--- src/wls_pkg.sv ---
`timescale 1ns / 1ps
package wls_pkg;

  // Default build parameters
  localparam int POS_BITS_DEF     = 16;
  localparam int ANGLE_BITS_DEF   = 16;
  localparam int CORDIC_STEPS_DEF = 16;

  // CORDIC table length and iteration counter width (covers table and divider)
  localparam int TABLE_LEN = 24;
  localparam int ITER_W    = 5;

  // pi in Q16 and CORDIC 1/K in Q30
  localparam int PI_Q16       = 205887;
  localparam int INV_GAIN_Q30 = 652032874;

  // Configuration space
  localparam int ADDR_W = 5;

  typedef enum logic [2:0] {
    REG_GOAL_RADIUS  = 3'd0,
    REG_CROSS_LIMIT  = 3'd1,
    REG_HEADING_GAIN = 3'd2,
    REG_RATE_LIMIT   = 3'd3,
    REG_CRUISE_SPEED = 3'd4
  } reg_idx_e;

  localparam logic [14:0] GOAL_RADIUS_RST  = 15'd307;
  localparam logic [14:0] CROSS_LIMIT_RST  = 15'd1024;
  localparam logic [7:0]  HEADING_GAIN_RST = 8'd32;
  localparam logic [14:0] RATE_LIMIT_RST   = 15'd8192;
  localparam logic [14:0] CRUISE_SPEED_RST = 15'd2048;

  typedef struct packed {
    logic [14:0] goal_radius;
    logic [14:0] cross_limit;
    logic [7:0]  heading_gain;
    logic [14:0] rate_limit;
    logic [14:0] cruise_speed;
  } cfg_t;

  // Controller states, one-hot; the datapath acts on the current state
  typedef enum logic [21:0] {
    ST_IDLE     = 22'd1 << 0,
    ST_WP_SHIFT = 22'd1 << 1,
    ST_VEC_INIT = 22'd1 << 2,
    ST_VEC_STEP = 22'd1 << 3,
    ST_VEC_DONE = 22'd1 << 4,
    ST_ROT_INIT = 22'd1 << 5,
    ST_ROT_STEP = 22'd1 << 6,
    ST_ROT_DONE = 22'd1 << 7,
    ST_MUL_XS   = 22'd1 << 8,
    ST_MUL_YC   = 22'd1 << 9,
    ST_CROSS    = 22'd1 << 10,
    ST_DIV_STEP = 22'd1 << 11,
    ST_MUL_GE   = 22'd1 << 12,
    ST_MUL_PI   = 22'd1 << 13,
    ST_SAT      = 22'd1 << 14,
    ST_MUL_RATE = 22'd1 << 15,
    ST_RATE     = 22'd1 << 16,
    ST_MUL_DX2  = 22'd1 << 17,
    ST_MUL_DY2  = 22'd1 << 18,
    ST_MUL_R2   = 22'd1 << 19,
    ST_ARRIVE   = 22'd1 << 20,
    ST_EMIT     = 22'd1 << 21
  } state_e;

  typedef struct packed {
    state_e            op;
    logic [ITER_W-1:0] iter;
    logic              load;
  } cmd_t;

  typedef struct packed {
    logic out_free;
  } status_t;

  // atan(2^-i) as a fraction of a full turn, 2^32 per turn
  function automatic logic [31:0] atan_turn(input logic [ITER_W-1:0] i);
    logic [31:0] v;
    case (i)
      5'd0:    v = 32'd536870912;
      5'd1:    v = 32'd316933406;
      5'd2:    v = 32'd167458907;
      5'd3:    v = 32'd85004756;
      5'd4:    v = 32'd42667331;
      5'd5:    v = 32'd21354465;
      5'd6:    v = 32'd10679838;
      5'd7:    v = 32'd5340245;
      5'd8:    v = 32'd2670163;
      5'd9:    v = 32'd1335087;
      5'd10:   v = 32'd667544;
      5'd11:   v = 32'd333772;
      5'd12:   v = 32'd166886;
      5'd13:   v = 32'd83443;
      5'd14:   v = 32'd41722;
      5'd15:   v = 32'd20861;
      5'd16:   v = 32'd10430;
      5'd17:   v = 32'd5215;
      5'd18:   v = 32'd2608;
      5'd19:   v = 32'd1304;
      5'd20:   v = 32'd652;
      5'd21:   v = 32'd326;
      5'd22:   v = 32'd163;
      5'd23:   v = 32'd81;
      default: v = 32'd0;
    endcase
    return v;
  endfunction

endpackage

--- src/wls_in_if.sv ---
`timescale 1ns / 1ps
interface wls_in_if;
  logic               valid;
  logic               ready;
  logic               kind;
  logic signed [15:0] pos_x;
  logic signed [15:0] pos_y;
  logic signed [15:0] heading;

  modport source (output valid, kind, pos_x, pos_y, heading, input ready);
  modport sink (input valid, kind, pos_x, pos_y, heading, output ready);
endinterface

--- src/wls_out_if.sv ---
`timescale 1ns / 1ps
interface wls_out_if;
  logic               valid;
  logic               ready;
  logic signed [15:0] turn_rate;
  logic [14:0]        forward_speed;
  logic               arrived;
  logic signed [15:0] cross_error;

  modport source (output valid, turn_rate, forward_speed, arrived, cross_error, input ready);
  modport sink (input valid, turn_rate, forward_speed, arrived, cross_error, output ready);
endinterface

--- src/wls_cfg.sv ---
`timescale 1ns / 1ps
module wls_cfg (
  input  logic                       clk_i,
  input  logic                       rst_ni,
  input  logic                       psel,
  input  logic                       penable,
  input  logic                       pwrite,
  input  logic [wls_pkg::ADDR_W-1:0] paddr,
  input  logic [31:0]                pwdata,
  output logic [31:0]                prdata,
  output logic                       pready,
  output wls_pkg::cfg_t              cfg_o
);

  wls_pkg::cfg_t cfg_q;
  logic          wr_en;
  logic [2:0]    idx;

  assign pready = 1'b1;
  assign wr_en  = psel && penable && pwrite;
  assign idx    = paddr[4:2];
  assign cfg_o  = cfg_q;

  // Register writes, masked to width
  always_ff @(posedge clk_i or negedge rst_ni) begin
    if (!rst_ni) begin
      cfg_q.goal_radius  <= wls_pkg::GOAL_RADIUS_RST;
      cfg_q.cross_limit  <= wls_pkg::CROSS_LIMIT_RST;
      cfg_q.heading_gain <= wls_pkg::HEADING_GAIN_RST;
      cfg_q.rate_limit   <= wls_pkg::RATE_LIMIT_RST;
      cfg_q.cruise_speed <= wls_pkg::CRUISE_SPEED_RST;
    end else if (wr_en) begin
      case (idx)
        wls_pkg::REG_GOAL_RADIUS:  cfg_q.goal_radius  <= pwdata[14:0];
        wls_pkg::REG_CROSS_LIMIT:  cfg_q.cross_limit  <= pwdata[14:0];
        wls_pkg::REG_HEADING_GAIN: cfg_q.heading_gain <= pwdata[7:0];
        wls_pkg::REG_RATE_LIMIT:   cfg_q.rate_limit   <= pwdata[14:0];
        wls_pkg::REG_CRUISE_SPEED: cfg_q.cruise_speed <= pwdata[14:0];
        default: ;
      endcase
    end
  end

  // Read mux
  always_comb begin
    case (idx)
      wls_pkg::REG_GOAL_RADIUS:  prdata = {17'd0, cfg_q.goal_radius};
      wls_pkg::REG_CROSS_LIMIT:  prdata = {17'd0, cfg_q.cross_limit};
      wls_pkg::REG_HEADING_GAIN: prdata = {24'd0, cfg_q.heading_gain};
      wls_pkg::REG_RATE_LIMIT:   prdata = {17'd0, cfg_q.rate_limit};
      wls_pkg::REG_CRUISE_SPEED: prdata = {17'd0, cfg_q.cruise_speed};
      default:                   prdata = 32'd0;
    endcase
  end

endmodule

--- src/wls_ctrl.sv ---
`timescale 1ns / 1ps
module wls_ctrl #(
  parameter int NSTEP = 16,
  parameter int DSTEP = 14
) (
  input  logic             clk_i,
  input  logic             rst_ni,
  input  logic             in_valid_i,
  input  logic             in_kind_i,
  output logic             in_ready_o,
  input  wls_pkg::status_t status_i,
  output wls_pkg::cmd_t    cmd_o
);

  localparam logic [wls_pkg::ITER_W-1:0] NLAST = wls_pkg::ITER_W'(NSTEP - 1);
  localparam logic [wls_pkg::ITER_W-1:0] DLAST = wls_pkg::ITER_W'(DSTEP - 1);

  wls_pkg::state_e               state_q, state_d;
  logic [wls_pkg::ITER_W-1:0]    iter_q, iter_d;

  assign in_ready_o  = (state_q == wls_pkg::ST_IDLE);
  assign cmd_o.op    = state_q;
  assign cmd_o.iter  = iter_q;
  assign cmd_o.load  = in_valid_i && (state_q == wls_pkg::ST_IDLE);

  // Next state and iteration count
  always_comb begin
    state_d = state_q;
    iter_d  = '0;
    case (state_q)
      wls_pkg::ST_IDLE: begin
        if (in_valid_i) state_d = in_kind_i ? wls_pkg::ST_MUL_XS : wls_pkg::ST_WP_SHIFT;
      end
      wls_pkg::ST_WP_SHIFT: state_d = wls_pkg::ST_VEC_INIT;
      wls_pkg::ST_VEC_INIT: state_d = wls_pkg::ST_VEC_STEP;
      wls_pkg::ST_VEC_STEP: begin
        if (iter_q == NLAST) state_d = wls_pkg::ST_VEC_DONE;
        else iter_d = iter_q + 1'b1;
      end
      wls_pkg::ST_VEC_DONE: state_d = wls_pkg::ST_ROT_INIT;
      wls_pkg::ST_ROT_INIT: state_d = wls_pkg::ST_ROT_STEP;
      wls_pkg::ST_ROT_STEP: begin
        if (iter_q == NLAST) state_d = wls_pkg::ST_ROT_DONE;
        else iter_d = iter_q + 1'b1;
      end
      wls_pkg::ST_ROT_DONE: state_d = wls_pkg::ST_IDLE;
      wls_pkg::ST_MUL_XS:   state_d = wls_pkg::ST_MUL_YC;
      wls_pkg::ST_MUL_YC:   state_d = wls_pkg::ST_CROSS;
      wls_pkg::ST_CROSS:    state_d = wls_pkg::ST_DIV_STEP;
      wls_pkg::ST_DIV_STEP: begin
        if (iter_q == DLAST) state_d = wls_pkg::ST_MUL_GE;
        else iter_d = iter_q + 1'b1;
      end
      wls_pkg::ST_MUL_GE:   state_d = wls_pkg::ST_MUL_PI;
      wls_pkg::ST_MUL_PI:   state_d = wls_pkg::ST_SAT;
      wls_pkg::ST_SAT:      state_d = wls_pkg::ST_MUL_RATE;
      wls_pkg::ST_MUL_RATE: state_d = wls_pkg::ST_RATE;
      wls_pkg::ST_RATE:     state_d = wls_pkg::ST_MUL_DX2;
      wls_pkg::ST_MUL_DX2:  state_d = wls_pkg::ST_MUL_DY2;
      wls_pkg::ST_MUL_DY2:  state_d = wls_pkg::ST_MUL_R2;
      wls_pkg::ST_MUL_R2:   state_d = wls_pkg::ST_ARRIVE;
      wls_pkg::ST_ARRIVE:   state_d = wls_pkg::ST_EMIT;
      wls_pkg::ST_EMIT: begin
        if (status_i.out_free) state_d = wls_pkg::ST_IDLE;
      end
      default: state_d = wls_pkg::ST_IDLE;
    endcase
  end

  always_ff @(posedge clk_i or negedge rst_ni) begin
    if (!rst_ni) begin
      state_q <= wls_pkg::ST_IDLE;
      iter_q  <= '0;
    end else begin
      state_q <= state_d;
      iter_q  <= iter_d;
    end
  end

endmodule

--- src/wls_dp.sv ---
`timescale 1ns / 1ps
module wls_dp #(
  parameter int POS_BITS   = 16,
  parameter int ANGLE_BITS = 16
) (
  input  logic               clk_i,
  input  logic               rst_ni,
  input  wls_pkg::cmd_t      cmd_i,
  input  wls_pkg::cfg_t      cfg_i,
  input  logic signed [15:0] pos_x_i,
  input  logic signed [15:0] pos_y_i,
  input  logic signed [15:0] heading_i,
  output wls_pkg::status_t   status_o,
  input  logic               out_ready_i,
  output logic               out_valid_o,
  output logic signed [15:0] turn_rate_o,
  output logic [14:0]        forward_speed_o,
  output logic               arrived_o,
  output logic signed [15:0] cross_error_o
);

  localparam int PW  = POS_BITS;
  localparam int AB  = ANGLE_BITS;
  localparam int DW  = PW + 1;
  localparam int CW  = (PW + 12 > 34) ? PW + 12 : 34;
  localparam int MA  = (DW > AB + 9) ? DW : AB + 9;
  localparam int MB  = 20;
  localparam int PRW = MA + MB;
  localparam int AW  = PW + 18;
  localparam int EW  = PW + 4;

  localparam logic signed [AW-1:0]  E_RND  = AW'(8192);
  localparam logic signed [EW-1:0]  E_MAX  = EW'(32767);
  localparam logic signed [EW-1:0]  E_MIN  = -EW'(32768);
  localparam logic signed [PRW-1:0] S_RND  = PRW'(1) <<< (AB + 2);
  localparam logic signed [PRW-1:0] S_MAX  = PRW'(65536);
  localparam logic signed [PRW-1:0] R_RND  = PRW'(32768);
  localparam logic signed [CW-1:0]  C_RND  = CW'(32768);
  localparam logic signed [CW-1:0]  U_MAX  = CW'(16384);
  localparam logic signed [33:0]    D_LIM  = 34'sd32767;
  localparam logic [31:0]           Z_RND  = 32'd1 << (31 - AB);
  localparam logic [AB-2:0]         Q_FULL = (AB-1)'(1) << (AB - 2);

  wls_pkg::state_e op;
  logic            ld;

  // Segment state
  logic signed [PW-1:0] start_x_q, start_y_q, goal_x_q, goal_y_q;
  logic [AB-1:0]        seg_angle_q;
  logic signed [15:0]   sin_q, cos_q;

  // Item and work registers
  logic signed [PW-1:0]  px_q, py_q;
  logic signed [15:0]    hd_q;
  logic signed [CW-1:0]  cx_q, cy_q;
  logic [31:0]           cz_q;
  logic                  zero_q, neg_q;
  logic signed [PRW-1:0] prod_q;
  logic signed [AW-1:0]  acc_q;
  logic signed [EW-1:0]  e_q;
  logic                  sat_q;
  logic [14:0]           rem_q;
  logic [AB-3:0]         quo_q;
  logic signed [17:0]    s_q;
  logic signed [15:0]    rate_q;
  logic [31:0]           sq_q;
  logic                  arr_q;

  // Output beat register
  logic                  out_valid_q;
  logic signed [15:0]    turn_q, cross_q;
  logic [14:0]           speed_q;
  logic                  arrived_q;

  assign op = cmd_i.op;
  assign ld = cmd_i.load;

  // Differences
  logic signed [DW-1:0] seg_dx, seg_dy, pdx, pdy, gdx, gdy;
  assign seg_dx = DW'(goal_x_q) - DW'(start_x_q);
  assign seg_dy = DW'(goal_y_q) - DW'(start_y_q);
  assign pdx    = DW'(px_q) - DW'(start_x_q);
  assign pdy    = DW'(py_q) - DW'(start_y_q);
  assign gdx    = DW'(px_q) - DW'(goal_x_q);
  assign gdy    = DW'(py_q) - DW'(goal_y_q);

  // Heading rescaled to the angle width
  logic [AB-1:0] h_ang;
  generate
    if (AB <= 16) begin : g_hd_narrow
      assign h_ang = hd_q[15 -: AB];
    end else begin : g_hd_wide
      assign h_ang = {hd_q, {(AB-16){1'b0}}};
    end
  endgenerate

  // Strategy angle and wrapped heading error
  logic [AB-2:0] smag;
  logic [AB-1:0] strat, err;
  logic          e_pos;
  assign e_pos = !e_q[EW-1] && (e_q != '0);
  assign smag  = sat_q ? Q_FULL : {1'b0, quo_q};
  assign strat = e_pos ? -AB'(smag) : AB'(smag);
  assign err   = seg_angle_q + strat - h_ang;

  // Cross-track error rounding, magnitude and limit
  logic signed [AW-1:0] cross_sum;
  logic signed [EW-1:0] e_d;
  logic [EW-1:0]        mag_d;
  logic [14:0]          lim;
  assign cross_sum = acc_q + AW'(prod_q) + E_RND;
  assign e_d       = EW'(cross_sum >>> 14);
  assign mag_d     = e_d[EW-1] ? EW'(-e_d) : EW'(e_d);
  assign lim       = (cfg_i.cross_limit == '0) ? 15'd1 : cfg_i.cross_limit;

  // Restoring division step
  logic [15:0] div_t;
  logic        div_ge;
  assign div_t  = {rem_q, 1'b0};
  assign div_ge = div_t >= {1'b0, lim};

  // Shared multiplier, registered product
  logic signed [MA-1:0]  mul_a;
  logic signed [MB-1:0]  mul_b;
  logic signed [PRW-1:0] mul_p;
  always_comb begin
    mul_a = '0;
    mul_b = '0;
    case (op)
      wls_pkg::ST_MUL_XS: begin
        mul_a = MA'(pdx);
        mul_b = MB'(sin_q);
      end
      wls_pkg::ST_MUL_YC: begin
        mul_a = MA'(pdy);
        mul_b = MB'(cos_q);
      end
      wls_pkg::ST_MUL_GE: begin
        mul_a = MA'($signed(err));
        mul_b = MB'($signed({1'b0, cfg_i.heading_gain}));
      end
      wls_pkg::ST_MUL_PI: begin
        mul_a = MA'($signed(prod_q[AB+8:0]));
        mul_b = MB'(wls_pkg::PI_Q16);
      end
      wls_pkg::ST_MUL_RATE: begin
        mul_a = MA'(s_q);
        mul_b = MB'($signed({1'b0, cfg_i.rate_limit}));
      end
      wls_pkg::ST_MUL_DX2: begin
        mul_a = MA'(gdx);
        mul_b = MB'(gdx);
      end
      wls_pkg::ST_MUL_DY2: begin
        mul_a = MA'(gdy);
        mul_b = MB'(gdy);
      end
      wls_pkg::ST_MUL_R2: begin
        mul_a = MA'($signed({1'b0, cfg_i.goal_radius}));
        mul_b = MB'($signed({1'b0, cfg_i.goal_radius}));
      end
      default: ;
    endcase
  end
  assign mul_p = PRW'(mul_a) * PRW'(mul_b);

  // Gain stage rounding and clamp, rate rounding
  logic signed [PRW-1:0] s_sh, r_sh;
  logic signed [17:0]    s_d;
  assign s_sh = (prod_q + S_RND) >>> (AB + 3);
  assign r_sh = (prod_q + R_RND) >>> 16;
  always_comb begin
    if (s_sh > S_MAX) s_d = 18'sd65536;
    else if (s_sh < -S_MAX) s_d = -18'sd65536;
    else s_d = 18'(s_sh);
  end

  // Arrival range check
  logic in_range;
  assign in_range = (34'(gdx) <= D_LIM) && (34'(gdx) >= -D_LIM) &&
                    (34'(gdy) <= D_LIM) && (34'(gdy) >= -D_LIM);

  // CORDIC shared by vectoring and rotation
  logic signed [CW-1:0] vx0, vy0, cx_sh, cy_sh;
  logic [31:0]          at, zr, za;
  logic signed [31:0]   zs;
  assign vx0   = CW'(seg_dx) <<< 8;
  assign vy0   = CW'(seg_dy) <<< 8;
  assign cx_sh = cx_q >>> cmd_i.iter;
  assign cy_sh = cy_q >>> cmd_i.iter;
  assign at    = wls_pkg::atan_turn(cmd_i.iter);
  assign zr    = cz_q + Z_RND;
  assign za    = {seg_angle_q, {(32-AB){1'b0}}};
  assign zs    = $signed(za);

  // Final sine and cosine: round, fold back, clamp
  logic signed [CW-1:0] xr, yr, xn, yn;
  logic signed [15:0]   cos_d, sin_d;
  always_comb begin
    xr = (cx_q + C_RND) >>> 16;
    yr = (cy_q + C_RND) >>> 16;
    xn = neg_q ? -xr : xr;
    yn = neg_q ? -yr : yr;
    if (xn > U_MAX) cos_d = 16'sd16384;
    else if (xn < -U_MAX) cos_d = -16'sd16384;
    else cos_d = 16'(xn);
    if (yn > U_MAX) sin_d = 16'sd16384;
    else if (yn < -U_MAX) sin_d = -16'sd16384;
    else sin_d = 16'(yn);
  end

  // Segment state registers
  always_ff @(posedge clk_i or negedge rst_ni) begin
    if (!rst_ni) begin
      start_x_q   <= '0;
      start_y_q   <= '0;
      goal_x_q    <= '0;
      goal_y_q    <= '0;
      seg_angle_q <= '0;
      sin_q       <= 16'sd0;
      cos_q       <= 16'sd16384;
    end else begin
      case (op)
        wls_pkg::ST_WP_SHIFT: begin
          start_x_q <= goal_x_q;
          start_y_q <= goal_y_q;
          goal_x_q  <= px_q;
          goal_y_q  <= py_q;
        end
        wls_pkg::ST_VEC_DONE: seg_angle_q <= zero_q ? '0 : zr[31 -: AB];
        wls_pkg::ST_ROT_DONE: begin
          sin_q <= sin_d;
          cos_q <= cos_d;
        end
        default: ;
      endcase
    end
  end

  // Work registers
  always_ff @(posedge clk_i) begin
    if (ld) begin
      px_q <= PW'(pos_x_i);
      py_q <= PW'(pos_y_i);
      hd_q <= heading_i;
    end
    case (op)
      wls_pkg::ST_VEC_INIT: begin
        zero_q <= (seg_dx == '0) && (seg_dy == '0);
        if (seg_dx[DW-1]) begin
          cx_q <= -vx0;
          cy_q <= -vy0;
          cz_q <= 32'h8000_0000;
        end else begin
          cx_q <= vx0;
          cy_q <= vy0;
          cz_q <= 32'd0;
        end
      end
      wls_pkg::ST_VEC_STEP: begin
        if (!cy_q[CW-1]) begin
          cx_q <= cx_q + cy_sh;
          cy_q <= cy_q - cx_sh;
          cz_q <= cz_q + at;
        end else begin
          cx_q <= cx_q - cy_sh;
          cy_q <= cy_q + cx_sh;
          cz_q <= cz_q - at;
        end
      end
      wls_pkg::ST_ROT_INIT: begin
        cx_q <= CW'(wls_pkg::INV_GAIN_Q30);
        cy_q <= '0;
        if (zs > 32'sh4000_0000 || zs < -32'sh4000_0000) begin
          cz_q  <= za + 32'h8000_0000;
          neg_q <= 1'b1;
        end else begin
          cz_q  <= za;
          neg_q <= 1'b0;
        end
      end
      wls_pkg::ST_ROT_STEP: begin
        if (!cz_q[31]) begin
          cx_q <= cx_q - cy_sh;
          cy_q <= cy_q + cx_sh;
          cz_q <= cz_q - at;
        end else begin
          cx_q <= cx_q + cy_sh;
          cy_q <= cy_q - cx_sh;
          cz_q <= cz_q + at;
        end
      end
      wls_pkg::ST_MUL_XS: prod_q <= mul_p;
      wls_pkg::ST_MUL_YC: begin
        acc_q  <= -AW'(prod_q);
        prod_q <= mul_p;
      end
      wls_pkg::ST_CROSS: begin
        e_q   <= e_d;
        sat_q <= mag_d >= EW'(lim);
        rem_q <= mag_d[14:0];
        quo_q <= '0;
      end
      wls_pkg::ST_DIV_STEP: begin
        rem_q <= div_ge ? 15'(div_t - {1'b0, lim}) : div_t[14:0];
        quo_q <= {quo_q[AB-4:0], div_ge};
      end
      wls_pkg::ST_MUL_GE:   prod_q <= mul_p;
      wls_pkg::ST_MUL_PI:   prod_q <= mul_p;
      wls_pkg::ST_SAT:      s_q <= s_d;
      wls_pkg::ST_MUL_RATE: prod_q <= mul_p;
      wls_pkg::ST_RATE:     rate_q <= 16'(r_sh);
      wls_pkg::ST_MUL_DX2:  prod_q <= mul_p;
      wls_pkg::ST_MUL_DY2: begin
        sq_q   <= prod_q[31:0];
        prod_q <= mul_p;
      end
      wls_pkg::ST_MUL_R2: begin
        sq_q   <= sq_q + prod_q[31:0];
        prod_q <= mul_p;
      end
      wls_pkg::ST_ARRIVE: arr_q <= in_range && (sq_q < prod_q[31:0]);
      default: ;
    endcase
  end

  // Output beat
  logic emit;
  assign status_o.out_free = !out_valid_q || out_ready_i;
  assign emit = (op == wls_pkg::ST_EMIT) && status_o.out_free;

  always_ff @(posedge clk_i or negedge rst_ni) begin
    if (!rst_ni) begin
      out_valid_q <= 1'b0;
    end else if (emit) begin
      out_valid_q <= 1'b1;
    end else if (out_ready_i) begin
      out_valid_q <= 1'b0;
    end
  end

  always_ff @(posedge clk_i) begin
    if (emit) begin
      turn_q    <= arr_q ? 16'sd0 : rate_q;
      speed_q   <= arr_q ? 15'd0 : cfg_i.cruise_speed;
      arrived_q <= arr_q;
      if (e_q > E_MAX) cross_q <= 16'sd32767;
      else if (e_q < E_MIN) cross_q <= -16'sd32768;
      else cross_q <= 16'(e_q);
    end
  end

  assign out_valid_o     = out_valid_q;
  assign turn_rate_o     = turn_q;
  assign forward_speed_o = speed_q;
  assign arrived_o       = arrived_q;
  assign cross_error_o   = cross_q;

endmodule

--- src/waypoint_line_steering.sv ---
`timescale 1ns / 1ps
// Pose item: one result beat after accept, computed by the (ANGLE_BITS-2)-step restoring
// divider and eight shared-multiplier steps.
// Waypoint item: no result; the controller stays busy on the CORDIC until it is done.
// One item at a time; the next is taken once the controller is back in idle.
// Async active-low reset: registers to defaults, segment to origin, cosine one.
module waypoint_line_steering #(
  parameter int POS_BITS     = wls_pkg::POS_BITS_DEF,
  parameter int ANGLE_BITS   = wls_pkg::ANGLE_BITS_DEF,
  parameter int CORDIC_STEPS = wls_pkg::CORDIC_STEPS_DEF
) (
  input  logic                       clk_i,
  input  logic                       rst_ni,
  wls_in_if.sink                     in_i,
  wls_out_if.source                  out_o,
  input  logic                       psel,
  input  logic                       penable,
  input  logic                       pwrite,
  input  logic [wls_pkg::ADDR_W-1:0] paddr,
  input  logic [31:0]                pwdata,
  output logic [31:0]                prdata,
  output logic                       pready
);

  localparam int NSTEP = (CORDIC_STEPS > wls_pkg::TABLE_LEN) ? wls_pkg::TABLE_LEN
                                                              : CORDIC_STEPS;

  wls_pkg::cfg_t    cfg;
  wls_pkg::cmd_t    cmd;
  wls_pkg::status_t status;

  wls_cfg u_cfg (
    .clk_i   (clk_i),
    .rst_ni  (rst_ni),
    .psel    (psel),
    .penable (penable),
    .pwrite  (pwrite),
    .paddr   (paddr),
    .pwdata  (pwdata),
    .prdata  (prdata),
    .pready  (pready),
    .cfg_o   (cfg)
  );

  wls_ctrl #(
    .NSTEP (NSTEP),
    .DSTEP (ANGLE_BITS - 2)
  ) u_ctrl (
    .clk_i      (clk_i),
    .rst_ni     (rst_ni),
    .in_valid_i (in_i.valid),
    .in_kind_i  (in_i.kind),
    .in_ready_o (in_i.ready),
    .status_i   (status),
    .cmd_o      (cmd)
  );

  wls_dp #(
    .POS_BITS   (POS_BITS),
    .ANGLE_BITS (ANGLE_BITS)
  ) u_dp (
    .clk_i           (clk_i),
    .rst_ni          (rst_ni),
    .cmd_i           (cmd),
    .cfg_i           (cfg),
    .pos_x_i         (in_i.pos_x),
    .pos_y_i         (in_i.pos_y),
    .heading_i       (in_i.heading),
    .status_o        (status),
    .out_ready_i     (out_o.ready),
    .out_valid_o     (out_o.valid),
    .turn_rate_o     (out_o.turn_rate),
    .forward_speed_o (out_o.forward_speed),
    .arrived_o       (out_o.arrived),
    .cross_error_o   (out_o.cross_error)
  );

endmodule
--- src/flat_wrapper.sv ---
// flat-port wrapper written by rule: the top's interface ports become plain ports
module waypoint_line_steering_flat 
#(
  parameter int POS_BITS     = wls_pkg::POS_BITS_DEF,
  parameter int ANGLE_BITS   = wls_pkg::ANGLE_BITS_DEF,
  parameter int CORDIC_STEPS = wls_pkg::CORDIC_STEPS_DEF
)
  (clk_i, rst_ni, psel, penable, pwrite, paddr, pwdata, prdata, pready, in_i_valid, in_i_kind, in_i_pos_x, in_i_pos_y, in_i_heading, in_i_ready, out_o_valid, out_o_turn_rate, out_o_forward_speed, out_o_arrived, out_o_cross_error, out_o_ready);
  wls_in_if in_i_i ();
  wls_out_if out_o_i ();
  input  logic clk_i;
  input  logic rst_ni;
  input  logic psel;
  input  logic penable;
  input  logic pwrite;
  input  logic [wls_pkg::ADDR_W-1:0] paddr;
  input  logic [31:0] pwdata;
  output logic [31:0] prdata;
  output logic pready;
  input wire logic [$bits(in_i_i.valid)-1:0] in_i_valid;
  input wire logic [$bits(in_i_i.kind)-1:0] in_i_kind;
  input wire logic [$bits(in_i_i.pos_x)-1:0] in_i_pos_x;
  input wire logic [$bits(in_i_i.pos_y)-1:0] in_i_pos_y;
  input wire logic [$bits(in_i_i.heading)-1:0] in_i_heading;
  output wire logic [$bits(in_i_i.ready)-1:0] in_i_ready;
  output wire logic [$bits(out_o_i.valid)-1:0] out_o_valid;
  output wire logic [$bits(out_o_i.turn_rate)-1:0] out_o_turn_rate;
  output wire logic [$bits(out_o_i.forward_speed)-1:0] out_o_forward_speed;
  output wire logic [$bits(out_o_i.arrived)-1:0] out_o_arrived;
  output wire logic [$bits(out_o_i.cross_error)-1:0] out_o_cross_error;
  input wire logic [$bits(out_o_i.ready)-1:0] out_o_ready;
  assign in_i_i.valid = in_i_valid;
  assign in_i_i.kind = in_i_kind;
  assign in_i_i.pos_x = in_i_pos_x;
  assign in_i_i.pos_y = in_i_pos_y;
  assign in_i_i.heading = in_i_heading;
  assign in_i_ready = in_i_i.ready;
  assign out_o_valid = out_o_i.valid;
  assign out_o_turn_rate = out_o_i.turn_rate;
  assign out_o_forward_speed = out_o_i.forward_speed;
  assign out_o_arrived = out_o_i.arrived;
  assign out_o_cross_error = out_o_i.cross_error;
  assign out_o_i.ready = out_o_ready;
  waypoint_line_steering #(.POS_BITS(POS_BITS), .ANGLE_BITS(ANGLE_BITS), .CORDIC_STEPS(CORDIC_STEPS)) u_core (.clk_i(clk_i), .rst_ni(rst_ni), .in_i(in_i_i), .out_o(out_o_i), .psel(psel), .penable(penable), .pwrite(pwrite), .paddr(paddr), .pwdata(pwdata), .prdata(prdata), .pready(pready));
endmodule
--- config.mk ---
export PLATFORM = sky130hd
export DESIGN_NAME = waypoint_line_steering_flat
export DESIGN_NICKNAME = d
export VERILOG_FILES = /design/src/wls_pkg.sv /design/src/wls_in_if.sv /design/src/wls_out_if.sv /design/src/wls_cfg.sv /design/src/wls_ctrl.sv /design/src/wls_dp.sv /design/src/waypoint_line_steering.sv /design/src/flat_wrapper.sv
export SDC_FILE = /design/constraint.sdc
export NUM_CORES = 2
export LEC_CHECK = 0
export BUFFER_PORTS_ARGS = -buffer_cell sky130_fd_sc_hd__clkbuf_2
export CORE_ASPECT_RATIO = 0.9
export CORE_MARGIN = 4
export CORE_UTILIZATION = 59
export CTS_CLUSTER_SIZE = 10
export DETAILED_ROUTE_END_ITERATION = 12
export HOLD_SLACK_MARGIN = 0.03
export PLACE_DENSITY_LB_ADDON = 0.08
export SKIP_LAST_GASP = 1
export SYNTH_ARGS = -nofsm -noshare
export SYNTH_HDL_FRONTEND = slang
export SYNTH_SLANG_ARGS = --single-unit
--- constraint.sdc ---
create_clock -name clk_i -period 11.4 [get_ports clk_i]
set_clock_uncertainty 0.1 [all_clocks]
set_input_delay 2.28 -clock clk_i [delete_from_list [all_inputs] [get_ports clk_i]]
set_output_delay 2.28 -clock clk_i [all_outputs]
set_load 0.1 [all_outputs]
==> impl_results.md <==
- Share of cells above drive strength 1: 0.116
- Place WS: -1160 ps
- Core area: 121000 sq um
- Maximum capacitance violations: 0
- Die Span Y: 339 um
- Critical-path top delay cell: fa_1
- Max Clk Rate: 0.0863 GHz
- Failing checks: negative setup slack
- Worst r2r dst: u_core.u_dp.prod_q[33]
- Placer Congestion: 0.985
- Antenna-violating nets left: 0
- Min Hold Slack: 383 ps
- Outcome: complete, but fails checks
- Synth Area per Inst: 8.61 sq um
- Die W: 376 um
- Initial antenna violation count: 4
- Initial Util: 0.594
- Area Overhead vs Synth: 10.6%
- Routed wire per std cell: 22.1 um
- Fin util: 0.657
- Max clock buf depth: 3
- Syn Inst Count: 8346
- Crit share post-route: 1.02
- Largest net degree at the start of global routing: 118
- Critical path class: reg -> reg
- EDFF count, synth: 394
- HPWL Detailed: 177000 um
- Die ar.: 127000 sq um
- R2R cell count: 50
- Global route overflow: 0
- Comb power frac: 0.498
- CTS H-tree depth: 3
- Critical Path End: u_core.u_dp.prod_q[33]
- Footprint of the multi-input gates: 49900 sq um
- Seq/Total Area, Yosys: 0.237
- Top cell by count, worst path: fa_1
- Setup violators final: 10
- Vias in the first global route: 60900
- Switch share: 0.441
- Synth area leader: edfxtp_1
- Seq. cell area: 17100 sq um
- Layout Cells excl Fill: 10200
- Switching pwr: 0.00481 W
- Num Clock Sinks: 602
- Synthesized flop and latch total: 602
- Max incr delay on CP: 570 ps
- Total number of yosys warnings: 0
- Final Slew Violations: 0
- Post-layout min period: 11590 ps
- Sequential power share: 0.279
- Max_slew headroom: 0.147
- Internal power: 0.00610 W
- GRT Util Overall: 0.349
- Final net count: 9809
- Worst Tran Pin Value: 1270 ps
- Worst R2R Setup Slack: -190 ps
- Fraction of registers with async set or reset after synthesis: 0.346
- Clock latency on the worst-skew pair: 730 ps
- Initial drt markers: 7409
- Worst path top cell family by delay: adder cells
- Synth Flop Type: edfxtp_1
- Pwr Density: 137 nW/um^2
- Buffers & Inverters on Critical Path: 17
- CTS buffer count: 76
- Peak VDD IR: 0.178 mV
- Clock power share: 0.224
- Via Count: 63800
- Min setup slack post-route: -190 ps
- Row cnt: 121
- # DRC: 0
- Setup tns final: -1050 ps
- Crit path launch type: register
- Leak: 35.9 nW
- First-pass GRT wire length: 349000 um
- # IOs: 176
- # port buffers: 138
- Final Hold Viols: 0
- Share of the synthesized area in the top cell type: 0.165
- Filler Cells Inserted: 10200
- DRT Pass-1 Iters: 9
- CTS tree: built
- Crit path DAT: 11930 ps
- Hold_buf cts: 0
- Crit end category: register
- Crit. Startpoint: u_core.u_dp.e_q[7]
- Unique masters post-synth: 98
- Routed wire length: 226000 um
- Cell count after placement: 10100
- Worst Hold Class: reg -> reg
- Root buffer cell: clkbuf_16
- Post-Syn Area: 71800 sq um
- Worst-path clk slew: 60 ps
- DR vias/cell: 6.23
- FF-to-FF Start: u_core.u_dp.e_q[7]
- Req. time, crit path: 11740 ps
- Top cells by area, synth: edfxtp_1 16%, fa_1 15%, ha_1 11%, dfrtp_1 6.9%, inv_1 5.6%
- WP depth: 50
- Unrepaired setup endpoints after global routing: true
- CP Max Fanout: 11
[placed cells by master (no fill, tap or decap), types with 79 or more instances in the layout]
cell type	n
a21oi_1	470
o21ai_0	469
a21o_1	139
nor2b_1	122
ha_1	591
mux2i_1	90
fa_1	530
xor2_1	123
clkbuf_16	79
xnor2_1	269
dfrtp_1	192
nand3_1	122
mux2_2	81
nor3_1	108
nor2_1	713
o21bai_1	87
clkbuf_2	137
edfxtp_1	394
o21a_1	97
nand2_1	900
inv_1	1060
buf_4	395
[cell type report]
cell class,instances,share of cell area
sequential,602,0.215
inverter,1081,0.0510
multi-input combinational,6260,0.628
tap,1599,0.0252
clock inverter,14,0.00313
clock buffer,118,0.0280
timing repair buffer,553,0.0500
antenna,1,0.0000315
[power by group through the flow]
stage	registers [W]	clock network [W]	logic [W]
global route	0.00305	0.00257	0.00588
global placement	0.00305	0	0.00510
finish	0.00304	0.00244	0.00543
floorplan	0.00289	0	0.00367
detailed placement	0.00306	0	0.00519
CTS	0.00302	0.00248	0.00527
[worst reg2reg max path, delay by kind of cell (launching register included)]
family,cells,cell delay [ps]
AO/OA/AOI/OAI,10,2070
XOR/XNOR,2,210
adder cells (fa/ha/maj),10,4430
buffers and inverters,17,2030
flip-flops,1,400
AND/OR/NAND/NOR,11,2060
[Yosys cell counts, types with 25 or more instances]
library cell	number
ha_1	603
mux2_2	81
xnor2_1	274
clkbuf_1	294
nand3_1	125
nand2b_1	78
o21bai_1	87
o21ai_0	487
o211ai_1	41
dfrtp_1	197
nand4_1	55
buf_1	50
and3_1	50
a31oi_1	63
nor3b_1	25
nor2_1	723
a21oi_1	488
a211oi_1	61
nor2b_1	124
fa_1	539
nor3_1	114
o31ai_1	31
inv_1	1068
mux4_2	40
o22ai_1	68
xor2_1	125
mux2i_1	90
nand2_1	910
a221oi_1	69
and2_1	74
a22oi_1	57
nor4_1	54
edfxtp_1	394
buf_2	56
or3_1	56
o21a_1	97
a21o_1	140
[sequential cells by signal (all words and copies together), names as in the netlist, 22 cells and up]
| signal | flops |
|---|---|
| u_core.u_dp.prod_q | 45 |
| u_core.u_ctrl.state_q | 22 |
| u_core.u_dp.sq_q | 32 |
| u_core.u_dp.cx_q | 34 |
| u_core.u_dp.acc_q | 34 |
| u_core.u_dp.cz_q | 32 |
| u_core.u_cfg.cfg_o | 68 |
| u_core.u_dp.cy_q | 34 |
[metrics by stage]
step / total power (W) / instance area (sq um)
floorplan: 0.00656 / 71900
global placement: 0.00815 / 76000
detailed placement: 0.00825 / 76000
CTS: 0.0108 / 79200
global route: 0.0115 / 79500
finish: 0.0109 / 79500
[kinds of logic after synthesis]
| logic type | Yosys count | synth area share |
|---|---|---|
| compound gates | 1999 | 0.181 |
| xor+xnor | 399 | 0.0486 |
| fa+ha+maj | 1142 | 0.255 |
| buf+inv | 1500 | 0.0803 |
| flops | 602 | 0.237 |
| mux | 211 | 0.0378 |
| other cells | 2 | 0.000105 |
| simple gates | 2491 | 0.159 |
[how the worst min path moves through the flow]
stage          cells after the start               endpoint                  start
3_5_place_dp                       2   u_core.u_dp.cos_q[0]   u_core.u_dp.cos_q[0]
6_report                           2   u_core.u_dp.cos_q[0]   u_core.u_dp.cos_q[0]
5_1_grt                            2  u_core.u_dp.cos_q[14]  u_core.u_dp.cos_q[14]
2_1_floorplan                      2  u_core.u_dp.cos_q[14]  u_core.u_dp.cos_q[14]
3_3_place_gp                       2  u_core.u_dp.cos_q[14]  u_core.u_dp.cos_q[14]
4_1_cts                            2   u_core.u_dp.cos_q[0]   u_core.u_dp.cos_q[0]
[what timing repair did]
| action | CTS | global route |
|---|---|---|
| pin swaps | 96 | 62 |
| gates cloned | 0 | 0 |
| buffers inserted | 34 | 11 |
| resized for setup | 116 | 44 |
| setup endpoints to repair | 23 | 27 |
[layer usage]
metal,wire (um),vias up,part of all wire,GRT usage
met3,25600,391,0.11,0.0785
met2,94600,3124,0.42,0.510
met1,99000,31100,0.44,0.521
li1,-,29100,-,-
met4,7000,0,0.031,0.0987
met5,0,-,0,0
No activity file was read; power rests on OpenSTA's default activity.
